$ cat src/hdl/srf_pkg.sv
// Package for the sawtooth formant resonator: parameter defaults, register
// indexes, reset values, the microcode word type and the microcode table.
// No dependencies.
`timescale 1ns / 1ps

package srf_pkg;

  localparam int PHASE_BITS_DEF = 24;
  localparam int STATE_BITS_DEF = 32;

  localparam int CFG_INDEX_W = 3;
  localparam int CFG_DATA_W  = 24;

  localparam logic [CFG_INDEX_W-1:0] REG_PHASE_STEP   = 3'd0;
  localparam logic [CFG_INDEX_W-1:0] REG_COEFF_FIRST  = 3'd1;
  localparam logic [CFG_INDEX_W-1:0] REG_COEFF_SECOND = 3'd2;
  localparam logic [CFG_INDEX_W-1:0] REG_LEAK_FACTOR  = 3'd3;
  localparam logic [CFG_INDEX_W-1:0] REG_OUTPUT_SCALE = 3'd4;

  localparam logic        [23:0] PHASE_STEP_RST   = 24'd41847;
  localparam logic signed [17:0] COEFF_FIRST_RST  = 18'sd123900;
  localparam logic signed [16:0] COEFF_SECOND_RST = -17'sd59146;
  localparam logic        [16:0] LEAK_FACTOR_RST  = 17'd64881;
  localparam logic        [14:0] OUTPUT_SCALE_RST = 15'd8192;

  localparam int STEP_W = 4;
  localparam logic [STEP_W-1:0] STEP_IDLE   = 4'd0;
  localparam logic [STEP_W-1:0] STEP_SAMPLE = 4'd10;
  localparam logic [STEP_W-1:0] STEP_LAST   = 4'd14;

  typedef enum logic [1:0] {
    MA_C1    = 2'd0,
    MA_C2    = 2'd1,
    MA_SCALE = 2'd2,
    MA_LEAK  = 2'd3
  } mul_a_t;

  typedef enum logic [1:0] {
    MB_DN_LO = 2'd0,
    MB_DN_HI = 2'd1,
    MB_DO_LO = 2'd2,
    MB_DO_HI = 2'd3
  } mul_b_t;

  typedef enum logic [2:0] {
    ACC_HOLD   = 3'd0,
    ACC_HALF   = 3'd1,
    ACC_CLEAR  = 3'd2,
    ACC_ADD    = 3'd3,
    ACC_ADD_SH = 3'd4
  } acc_op_t;

  typedef enum logic [1:0] {
    ACT_NONE   = 2'd0,
    ACT_RESON  = 2'd1,
    ACT_SAMPLE = 2'd2,
    ACT_LEAK   = 2'd3
  } act_t;

  typedef enum logic [1:0] {
    JMP_NEXT     = 2'd0,
    JMP_WAIT_REQ = 2'd1,
    JMP_WAIT_OUT = 2'd2,
    JMP_START    = 2'd3
  } jmp_t;

  typedef struct packed {
    mul_a_t  a_sel;
    mul_b_t  b_sel;
    acc_op_t acc_op;
    act_t    act;
    jmp_t    jmp;
  } ctrl_word_t;

  function automatic ctrl_word_t ucode(input logic [STEP_W-1:0] step);
    ctrl_word_t w;
    w = '{MA_C1, MB_DN_LO, ACC_HOLD, ACT_NONE, JMP_START};
    case (step)
      4'd0:  w = '{MA_C1,    MB_DN_LO, ACC_HALF,   ACT_NONE,   JMP_WAIT_REQ};
      4'd1:  w = '{MA_C1,    MB_DN_LO, ACC_HOLD,   ACT_NONE,   JMP_NEXT};
      4'd2:  w = '{MA_C1,    MB_DN_HI, ACC_ADD,    ACT_NONE,   JMP_NEXT};
      4'd3:  w = '{MA_C2,    MB_DO_LO, ACC_ADD_SH, ACT_NONE,   JMP_NEXT};
      4'd4:  w = '{MA_C2,    MB_DO_HI, ACC_ADD,    ACT_NONE,   JMP_NEXT};
      4'd5:  w = '{MA_C2,    MB_DO_HI, ACC_ADD_SH, ACT_NONE,   JMP_NEXT};
      4'd6:  w = '{MA_C1,    MB_DN_LO, ACC_CLEAR,  ACT_RESON,  JMP_NEXT};
      4'd7:  w = '{MA_SCALE, MB_DN_LO, ACC_HOLD,   ACT_NONE,   JMP_NEXT};
      4'd8:  w = '{MA_SCALE, MB_DN_HI, ACC_ADD,    ACT_NONE,   JMP_NEXT};
      4'd9:  w = '{MA_SCALE, MB_DN_HI, ACC_ADD_SH, ACT_NONE,   JMP_NEXT};
      4'd10: w = '{MA_LEAK,  MB_DN_LO, ACC_HALF,   ACT_SAMPLE, JMP_WAIT_OUT};
      4'd11: w = '{MA_LEAK,  MB_DN_LO, ACC_HOLD,   ACT_NONE,   JMP_NEXT};
      4'd12: w = '{MA_LEAK,  MB_DN_HI, ACC_ADD,    ACT_NONE,   JMP_NEXT};
      4'd13: w = '{MA_LEAK,  MB_DN_HI, ACC_ADD_SH, ACT_NONE,   JMP_NEXT};
      4'd14: w = '{MA_LEAK,  MB_DN_LO, ACC_HOLD,   ACT_LEAK,   JMP_START};
      default: w = '{MA_C1,  MB_DN_LO, ACC_HOLD,   ACT_NONE,   JMP_START};
    endcase
    return w;
  endfunction

endpackage

$ cat src/hdl/sawtooth_formant_resonator.sv
// Sample request: out_valid rises after an accepted strobe once the program
// reaches its sample step, and no new request is taken until the sequencer is
// idle again; a stalled sample holds the sequencer until it is taken.
// One shared 18-bit multiplier, stepped by a microcode table, sets the pace.
// A request whose strobe is low is taken and has no effect.
// Synchronous active-low reset loads the register defaults and clears the phase, delays, step and out_valid.
`timescale 1ns / 1ps

module sawtooth_formant_resonator
  import srf_pkg::*;
#(
  parameter int PHASE_BITS = PHASE_BITS_DEF,
  parameter int STATE_BITS = STATE_BITS_DEF
) (
  input  logic                   clk,
  input  logic                   rst_n,
  input  logic                   in_valid,
  output logic                   in_stall,
  input  logic                   in_strobe_req,
  output logic                   out_valid,
  input  logic                   out_stall,
  output logic signed [15:0]     out_sample,
  output logic                   out_clipped,
  input  logic                   cfg_valid,
  output logic                   cfg_ready,
  input  logic [CFG_INDEX_W-1:0] cfg_index,
  input  logic [CFG_DATA_W-1:0]  cfg_data
);

  localparam int MB_W   = (STATE_BITS - 16 > 17) ? STATE_BITS - 16 : 17;
  localparam int PROD_W = 18 + MB_W;
  localparam int ACC_W  = STATE_BITS + 19;
  localparam int RW     = STATE_BITS + 4;

  logic        [23:0] phase_step_r;
  logic signed [17:0] coeff_first_r;
  logic signed [16:0] coeff_second_r;
  logic        [16:0] leak_factor_r;
  logic        [14:0] output_scale_r;

  logic [PHASE_BITS-1:0]        phase_acc_r;
  logic signed [STATE_BITS-1:0] delay_new_r, delay_old_r;
  logic signed [ACC_W-1:0]      acc_r, acc_nxt;
  logic signed [PROD_W-1:0]     prod_r;
  logic [STEP_W-1:0]            step_r, step_nxt;
  logic                         out_valid_r, out_valid_nxt;
  logic signed [15:0]           out_sample_r;
  logic                         out_clipped_r;

  ctrl_word_t ctrl;
  logic       fire;
  logic       out_free;

  logic signed [17:0]      a_op;
  logic signed [MB_W-1:0]  b_op;
  logic signed [PROD_W-1:0] mul_w;
  logic signed [ACC_W-1:0]  prod_ext;

  logic [PHASE_BITS+16:0]         saw_ext;
  logic [16:0]                    saw_u;
  logic signed [16:0]             saw;
  logic signed [ACC_W-17:0]       acc_hi;
  logic signed [RW-1:0]           reson_sum;
  logic signed [STATE_BITS-1:0]   reson_sat;
  logic signed [RW-1:0]           leak_ext;
  logic signed [STATE_BITS-1:0]   leak_sat;
  logic signed [RW-1:0]           quot;
  logic signed [15:0]             sample_sat;
  logic                           sample_clip;
  logic signed [STATE_BITS-1:0]   state_max, state_min;

  assign cfg_ready   = 1'b1;
  assign ctrl        = ucode(step_r);
  assign in_stall    = (ctrl.jmp != JMP_WAIT_REQ);
  assign out_valid   = out_valid_r;
  assign out_sample  = out_sample_r;
  assign out_clipped = out_clipped_r;
  assign out_free    = !out_valid_r || !out_stall;

  assign state_max = {1'b0, {(STATE_BITS-1){1'b1}}};
  assign state_min = {1'b1, {(STATE_BITS-1){1'b0}}};

  always_comb begin
    case (ctrl.jmp)
      JMP_WAIT_REQ: fire = in_valid && in_strobe_req;
      JMP_WAIT_OUT: fire = out_free;
      JMP_NEXT:     fire = 1'b1;
      JMP_START:    fire = 1'b1;
      default:      fire = 1'b0;
    endcase
  end

  always_comb begin
    case (ctrl.a_sel)
      MA_C1:    a_op = coeff_first_r;
      MA_C2:    a_op = 18'(coeff_second_r);
      MA_SCALE: a_op = $signed({3'b000, output_scale_r});
      MA_LEAK:  a_op = $signed({1'b0, leak_factor_r});
      default:  a_op = coeff_first_r;
    endcase
    case (ctrl.b_sel)
      MB_DN_LO: b_op = $signed({{(MB_W-16){1'b0}}, delay_new_r[15:0]});
      MB_DN_HI: b_op = MB_W'($signed(delay_new_r[STATE_BITS-1:16]));
      MB_DO_LO: b_op = $signed({{(MB_W-16){1'b0}}, delay_old_r[15:0]});
      MB_DO_HI: b_op = MB_W'($signed(delay_old_r[STATE_BITS-1:16]));
      default:  b_op = '0;
    endcase
  end

  assign mul_w    = a_op * b_op;
  assign prod_ext = ACC_W'(prod_r);

  always_comb begin
    acc_nxt = acc_r;
    if (fire) begin
      case (ctrl.acc_op)
        ACC_HALF:   acc_nxt = ACC_W'(32768);
        ACC_CLEAR:  acc_nxt = '0;
        ACC_ADD:    acc_nxt = acc_r + prod_ext;
        ACC_ADD_SH: acc_nxt = acc_r + (prod_ext <<< 16);
        ACC_HOLD:   acc_nxt = acc_r;
        default:    acc_nxt = acc_r;
      endcase
    end
  end

  assign saw_ext = {phase_acc_r, 17'b0};
  assign saw_u   = saw_ext[PHASE_BITS+16:PHASE_BITS];
  assign saw     = $signed({~saw_u[16], saw_u[15:0]});
  assign acc_hi  = acc_r[ACC_W-1:16];

  always_comb begin
    reson_sum = RW'(acc_hi) + RW'(saw);
    if (!(&reson_sum[RW-1:STATE_BITS-1]) && (|reson_sum[RW-1:STATE_BITS-1])) begin
      reson_sat = reson_sum[RW-1] ? state_min : state_max;
    end else begin
      reson_sat = reson_sum[STATE_BITS-1:0];
    end

    leak_ext = RW'(acc_hi);
    if (!(&leak_ext[RW-1:STATE_BITS-1]) && (|leak_ext[RW-1:STATE_BITS-1])) begin
      leak_sat = leak_ext[RW-1] ? state_min : state_max;
    end else begin
      leak_sat = leak_ext[STATE_BITS-1:0];
    end

    // Truncation toward zero: a negative product with a nonzero fraction rounds up.
    quot = RW'(acc_hi) + RW'({1'b0, acc_r[ACC_W-1] && (|acc_r[15:0])});
    if (!(&quot[RW-1:15]) && (|quot[RW-1:15])) begin
      sample_sat  = quot[RW-1] ? 16'sh8000 : 16'sh7fff;
      sample_clip = 1'b1;
    end else begin
      sample_sat  = quot[15:0];
      sample_clip = 1'b0;
    end
  end

  always_comb begin
    step_nxt = step_r;
    if (fire) begin
      step_nxt = (ctrl.jmp == JMP_START) ? STEP_IDLE : step_r + 1'b1;
    end
    out_valid_nxt = out_valid_r && out_stall;
    if (fire && ctrl.act == ACT_SAMPLE) begin
      out_valid_nxt = 1'b1;
    end
  end

  always_ff @(posedge clk) begin
    prod_r <= mul_w;
    acc_r  <= acc_nxt;
    if (fire && ctrl.act == ACT_SAMPLE) begin
      out_sample_r  <= sample_sat;
      out_clipped_r <= sample_clip;
    end
  end

  always_ff @(posedge clk) begin
    if (!rst_n) begin
      phase_step_r   <= PHASE_STEP_RST;
      coeff_first_r  <= COEFF_FIRST_RST;
      coeff_second_r <= COEFF_SECOND_RST;
      leak_factor_r  <= LEAK_FACTOR_RST;
      output_scale_r <= OUTPUT_SCALE_RST;
      phase_acc_r    <= '0;
      delay_new_r    <= '0;
      delay_old_r    <= '0;
      step_r         <= STEP_IDLE;
      out_valid_r    <= 1'b0;
    end else begin
      step_r      <= step_nxt;
      out_valid_r <= out_valid_nxt;
      if (cfg_valid && cfg_ready) begin
        case (cfg_index)
          REG_PHASE_STEP:   phase_step_r   <= cfg_data;
          REG_COEFF_FIRST:  coeff_first_r  <= cfg_data[17:0];
          REG_COEFF_SECOND: coeff_second_r <= cfg_data[16:0];
          REG_LEAK_FACTOR:  leak_factor_r  <= cfg_data[16:0];
          REG_OUTPUT_SCALE: output_scale_r <= cfg_data[14:0];
          default: ;
        endcase
      end
      if (fire) begin
        case (ctrl.act)
          ACT_RESON: begin
            delay_old_r <= delay_new_r;
            delay_new_r <= reson_sat;
          end
          ACT_SAMPLE: phase_acc_r <= phase_acc_r + PHASE_BITS'(phase_step_r);
          ACT_LEAK:   delay_new_r <= leak_sat;
          ACT_NONE:   ;
          default:    ;
        endcase
      end
    end
  end

  a_step_range: assert property (@(posedge clk) disable iff (!rst_n)
    step_r <= STEP_LAST)
    else $error("sequencer step beyond end of program");

  a_start_on_strobe: assert property (@(posedge clk) disable iff (!rst_n)
    in_valid && !in_stall && in_strobe_req |=> step_r == STEP_IDLE + 1'b1)
    else $error("strobe request did not start the program");

  a_idle_request: assert property (@(posedge clk) disable iff (!rst_n)
    in_valid && !in_stall && !in_strobe_req |=> $stable(phase_acc_r) && step_r == STEP_IDLE)
    else $error("request without strobe changed state");

  a_valid_from_sample: assert property (@(posedge clk) disable iff (!rst_n)
    $rose(out_valid_r) |-> $past(step_r) == STEP_SAMPLE)
    else $error("result raised outside the sample step");

  a_clip_extreme: assert property (@(posedge clk) disable iff (!rst_n)
    out_valid_r && out_clipped_r |-> out_sample_r == 16'sh7fff || out_sample_r == 16'sh8000)
    else $error("clip flag on an unsaturated sample");

endmodule
$ cat config.mk
export PLATFORM = sky130hd
export DESIGN_NAME = sawtooth_formant_resonator
export DESIGN_NICKNAME = d
export VERILOG_FILES = /design/src/hdl/srf_pkg.sv /design/src/hdl/sawtooth_formant_resonator.sv
export SDC_FILE = /design/constraint.sdc
export NUM_CORES = 2
export LEC_CHECK = 0
export BUFFER_PORTS_ARGS = -buffer_cell sky130_fd_sc_hd__buf_2
export CAP_MARGIN = 10
export CORE_ASPECT_RATIO = 0.6
export CORE_UTILIZATION = 30
export CTS_BUF_LIST = sky130_fd_sc_hd__clkbuf_16
export CTS_CLUSTER_DIAMETER = 30
export CTS_CLUSTER_SIZE = 30
export DETAILED_ROUTE_END_ITERATION = 10
export SYNTH_ARGS = -nofsm -noshare
export SYNTH_HDL_FRONTEND = slang
export SYNTH_SLANG_ARGS = --single-unit
$ cat constraint.sdc
create_clock -name clk -period 10.13 [get_ports clk]
set_input_delay 1.013 -clock clk [delete_from_list [all_inputs] [get_ports clk]]
set_output_delay 1.013 -clock clk [all_outputs]
set_load 0.1 [all_outputs]
=== Word-level counts from Yosys, hierarchy flattened ===
Memories as Yosys holds them, arrays and structs flattened. A register that Yosys moved wholly into a read port is not among the register bits.
Index checks and enable logic that the tools add are counted.
Widths: inputs -> output; s select.

* Register bits: 287
* Logic and storage cells: 96
* Input bits: 33
* Output and inout port bits: 20
* Memories: 1
* ROM bits: 176

{| class="wikitable"
|+ Memories
! memory !! words !! bits a word !! rd ports !! clocked after Yosys merged registers in !! write ports !! line !! RTL
|-
| (name not given) || 16 || 11 || 1 || 1 || 0 || srf_pkg.sv:78 || <nowiki>case (step)</nowiki>
|}

* Mux-type cells: 16
* Eq/ne operators: 21
* Add/sub/neg operators: 6
* Bitwise operators: 1
* Multiply operators: 1
* Reduce and logical (&&, ||, !) cells: 36

{| class="wikitable"
|+ Operators with widths
! operator !! number
|-
| $pmux 51 s4 || 1
|-
| $mux 32 || 4
|-
| $pmux 18 s4 || 1
|-
| $pmux 17 s4 || 1
|-
| $pmux 32 s2 || 1
|-
| $add 51x35->51 || 1
|-
| $add 51x51->51 || 1
|-
| $add 35x17->36 || 1
|-
| $add 35x2->36 || 1
|-
| $mul 18x17->35 || 1
|-
| $mux 16 || 2
|-
| $add 24x24->24 || 1
|-
| $reduce_and 21->1 || 1
|-
| $reduce_or 21->1 || 1
|-
| $reduce_and 2->1 || 9
|-
| $eq 2x2->1 const B || 8
|-
| $reduce_or 16->1 || 1
|-
| $eq 3x2->1 const B || 4
|-
| $mux 4 || 3
|-
| $eq 2x1->1 const B || 4
|-
| $logic_and 1x1->1 || 7
|-
| $eq 3x1->1 const B || 2
|-
| $eq 3x3->1 const B || 2
|-
| $logic_not 2->1 || 3
|-
| other kinds (15) || 20
|}

=== Longest topological paths before layout ===
* Word-level depth: 7
* Depth in mapped cells: 30
* Depth with buffers taken out: 28

=== Worst setup path after synthesis ===
No wires, ideal clock.

* Path kind: reg-to-reg
* Start point: reg, netlist name ctrl[7]
* End point: reg prod_r[33]
* Library setup time: 0.118 ns
* Cell stages (with the launch flop): 30
* Setup slack: 2.423 ns
* Data required time: 10.012 ns
* Arrival: 7.589 ns
* Clock period less this slack: 7.707 ns
* Path buffers: 3
* Cells stage by stage: dfxtp_1 clkbuf_1 clkbuf_1 mux2i_1 nand2_1 o21ai_1 clkbuf_1 nor2_1 fa_1 inv_1 fa_1 fa_1 inv_1 fa_1 fa_1 inv_1 fa_1 inv_1 ha_1 nand4_1 a2111oi_0 o41ai_1 and4b_1 o311a_1 nor4b_2 nand3_1 a31oi_1 o21a_1 nor2_1 xnor2_1

* Word-level cells in the longest chain between the ends: 3
* Elaborated cells on any way between the ends: 6
* Those cells by class: 1 x mul; 3 x eq/ne; 1 x mux; 1 x reduce/logical

{| class="wikitable"
|+ RTL lines
! what !! line !! RTL
|-
| $eq 2x2->1 (tied with other cells) || sawtooth_formant_resonator.sv:101 || <nowiki>case (ctrl.b_sel)</nowiki>
|-
| $pmux 17 s4 * || sawtooth_formant_resonator.sv:101 ||
|-
| $mul 18x17->35 * || sawtooth_formant_resonator.sv:110 || <nowiki>assign mul_w = a_op * b_op;</nowiki>
|-
| net mul_w[33] || sawtooth_formant_resonator.sv:56 || <nowiki>logic signed [PROD_W-1:0] mul_w;</nowiki>
|-
| to (signal assigned) || sawtooth_formant_resonator.sv:170 || <nowiki>prod_r <= mul_w;</nowiki>
|-
| to (decl) || sawtooth_formant_resonator.sv:44 || <nowiki>logic signed [PROD_W-1:0] prod_r;</nowiki>
|}

Mark *: on every way through the listed nets, which the timed path passes. The rest lies on a longest branch.
A chain may end at the register's enable or synchronous reset.

=== Worst setup path after layout ===
* Start point: reg, netlist name ctrl[7]
* End point: reg prod_r[33]

* Word-level cells in the longest chain between the ends: 3
* Elaborated cells on any way between the ends: 6
* Those cells by class: 1 x mul; 3 x eq/ne; 1 x mux; 1 x reduce/logical

{| class="wikitable"
|+ RTL lines
! what !! line
|-
| $eq 2x2->1 (tied with other cells) || sawtooth_formant_resonator.sv:101
|-
| $pmux 17 s4 * || sawtooth_formant_resonator.sv:101
|-
| $mul 18x17->35 * || sawtooth_formant_resonator.sv:110
|-
| net mul_w[33] || sawtooth_formant_resonator.sv:56
|}

Marks and branches as above.

==> metrics.txt <==
status=finished, final reports clean; worst setup path startpoint=ctrl[7]; largest net degree at the start of global routing=109; Worst setup SP type=register; Worst R2R Start=ctrl[7]; vias in the first global route=25027; Required @ worst endpoint=10.63 ns; CP endpoint kind=register; Tot Pwr=4.187 mW; CTS tree=done; DR WL/cell=20.32 um; Post-synth EDFFs=68; DP HPWL=83050 um; row cnt=91; Die W=419.6 um; CTS H-tree lvls=2; MaxCap Viol Count=0; Net Count, Synth=4263; postcts setup bufs=0; Clock Latency Late Sink=0.61 ns; Syn. warnings=0; VDD IR max=137.1 uV; GPL Wtd Cong=0.9600; IO Pins=53; GRT Residual Overflow=0; Syn Inst Count=3679; synthesis-stage register bit count=298; root buf cell=clkbuf_16; max-slew violations=0; Clock Sinks=298; # setup viols final=0; skew final=0.02629 ns; Hold-fix buffers, CTS=0; first-pass GRT wire length=157900 um; post-CTS sizing=0; Residual DRC=0; total die area=106000 um^2; f_max=0.1197 GHz; port bufs=51; initial antenna violation count=8; Final min period=8.353 ns; Hold Fails Final Rpt=0; WS Path Type=register to register; crit path max fanout=17; unrepaired setup endpoints after global routing=false; Nets=4288; Worst Path Arrival=8.85 ns; final setup TNS=0 ns; Layout area overhead=12.61%; synthesized cell area=31390 um^2; Hold Slack=0.4648 ns; PwrDens=118.5 nW/um^2; Via Count=26872; final cycle utilization of the critical path=82.46%; CTS Buf Count=56; Worst Hold Class=register to register; Most used DFF post-synth=dfxtp_1; DRT iter0 DRCs=2940; gr usage total=19.52%; Synth async-reset ratio=0%; Leak=16.00 nW; drt total wl=104600 um; DRT antenna net count=0; Tightest Pin Transition=1.215 ns; sequential area share after synthesis=21.17%; hold_sp=coeff_second_r[7]; share of cells above drive strength 1=8.771%; most frequent cells in the layout=nand2_1, inv_1, fa_1; Distinct cells, synth=92; headroom to the max-slew limit=18.90%; Placeable Area=103200 um^2; commonest non-fill, non-tap cell in the layout=nand2_1; Reg clk slew, reported paths=0.06 ns; vias per cell=5.220; Bufs on Longest Clock Path=3; Initial Util=30.43%; DRT Pass-1 Iters=7; chip height=252.6 um; syn_area_per_cell=8.532 um^2
## critical path: stages (launching register included)
cell and delay (ns):
dfxtp_1 0.59, buf_4 0.38, mux2i_1 0.22, nand2_1 0.07
o21ai_1 0.61, nor2_1 0.19, fa_1 0.58, inv_1 0.06
fa_1 0.51, fa_1 0.52, inv_1 0.05, fa_1 0.47
fa_1 0.54, inv_1 0.05, fa_1 0.54, inv_1 0.04
ha_1 0.34, nand4_1 0.17, a2111oi_0 0.37, o41ai_1 0.20
and4b_1 0.26, o311a_1 0.37, nor4b_2 0.42, nand3_1 0.15
a31oi_1 0.22, o21a_1 0.14, nor2_1 0.04, xnor2_1 0.12
## registers in the layout, indices dropped and copies added, names as in the netlist, 4 cells and up
register        flops
phase_step_r       24
acc_r              51
coeff_second_r     17
output_scale_r     15
out_sample         16
delay_old_r        32
leak_factor_r      17
prod_r             35
coeff_first_r      18
phase_acc_r        24
ctrl               11
delay_new_r        32
step_r              4
## cell families after synthesis
logic type	Yosys count	share of synthesized area [%]
DFF	298	21.17
and+or+nand+nor	1291	18.51
buffers and inverters	518	6.350
other	1	0.01195
AOI/OAI and AO/OA	765	16.63
muxes	88	3.161
xor gates and xnor gates	167	4.660
adders and majority gates	551	29.50
## final cells by class
class | instances | area, um^2
clock inverters | 48 | 574.3
repair buffers | 116 | 769.5
fillers | 10685 | 67810
clock buffers | 57 | 1426
inverters | 369 | 1385
flip-flops and latches | 298 | 6648
multi-input cells | 2863 | 22790
diodes | 2 | 5.005
well taps | 1395 | 1745
## Yosys cell counts (17+ instances only)
library cell  number  area, um^2
nand2_1          578        2170
inv_1            369        1385
fa_1             315        6306
nor2_1           292        1096
ha_1             236        2953
dfxtp_1          230        4604
a21oi_1          184       920.9
clkbuf_1         134       503.0
nand3_1          104       520.5
o21ai_0          104       520.5
a21boi_0          94       705.7
xnor2_1           91       797.0
xor2_1            76       665.6
a21o_1            71       533.0
edfxtp_1          68        2042
or3_1             62       387.9
mux2i_1           53       530.5
o21a_1            45       337.8
nand2b_1          43       269.0
and2_1            37       231.5
nor3_1            36       180.2
and3_1            34       212.7
o21ai_1           34       170.2
mux2_2            29       326.6
o22ai_1           26       162.7
o211ai_1          24       180.2
o211ai_2          23       287.8
a31oi_1           21       131.4
nor2b_1           20       125.1
nand4_1           18       112.6
o21bai_1          17       127.6
or2_2             17       106.4
## routing by layer
metal / GRT usage (%) / part of all wire, % / wire, um / vias to the layer above
met3: 9.329 / 15 / 15960 / 94
met4: 2.576 / 1.1 / 1197 / 0
met5: 0 / 0 / 0 / -
met2: 23.06 / 34 / 36010 / 1204
met1: 30.86 / 49 / 51430 / 13042
li1: - / - / - / 12532
## stage by stage
step | setup slack, ns | instances | instance area, um^2 | util [%]
6_report | 1.777 | 5148 | 35350 | 34.26
5_1_grt | 1.310 | 5146 | 35340 | 34.26
4_1_cts | 1.691 | 5144 | 35300 | 34.22
3_5_place_dp | 1.722 | 5039 | 33300 | 32.28
3_3_place_gp | 1.829 | 5039 | 33300 | 32.28
2_1_floorplan | 2.423 | 3679 | 31390 | -
## path summary, 6_finish.rpt
| check | end | slack (ns) | cells after the start |
|---|---|---|---|
| max | prod_r[33] | 1.78 | 27 |
| min | coeff_second_r[7] | 0.46 | 2 |
| max reg2reg | prod_r[33] | 1.78 | 27 |
| min reg2reg | coeff_second_r[7] | 0.46 | 2 |
## report_power, final
group	internal, mW	switching (mW)	total (mW)
Clock	1.20	0.782	1.98
Sequential	1.27	0.0575	1.32
Combinational	0.313	0.569	0.883
Power figures use the tool's default switching activity.
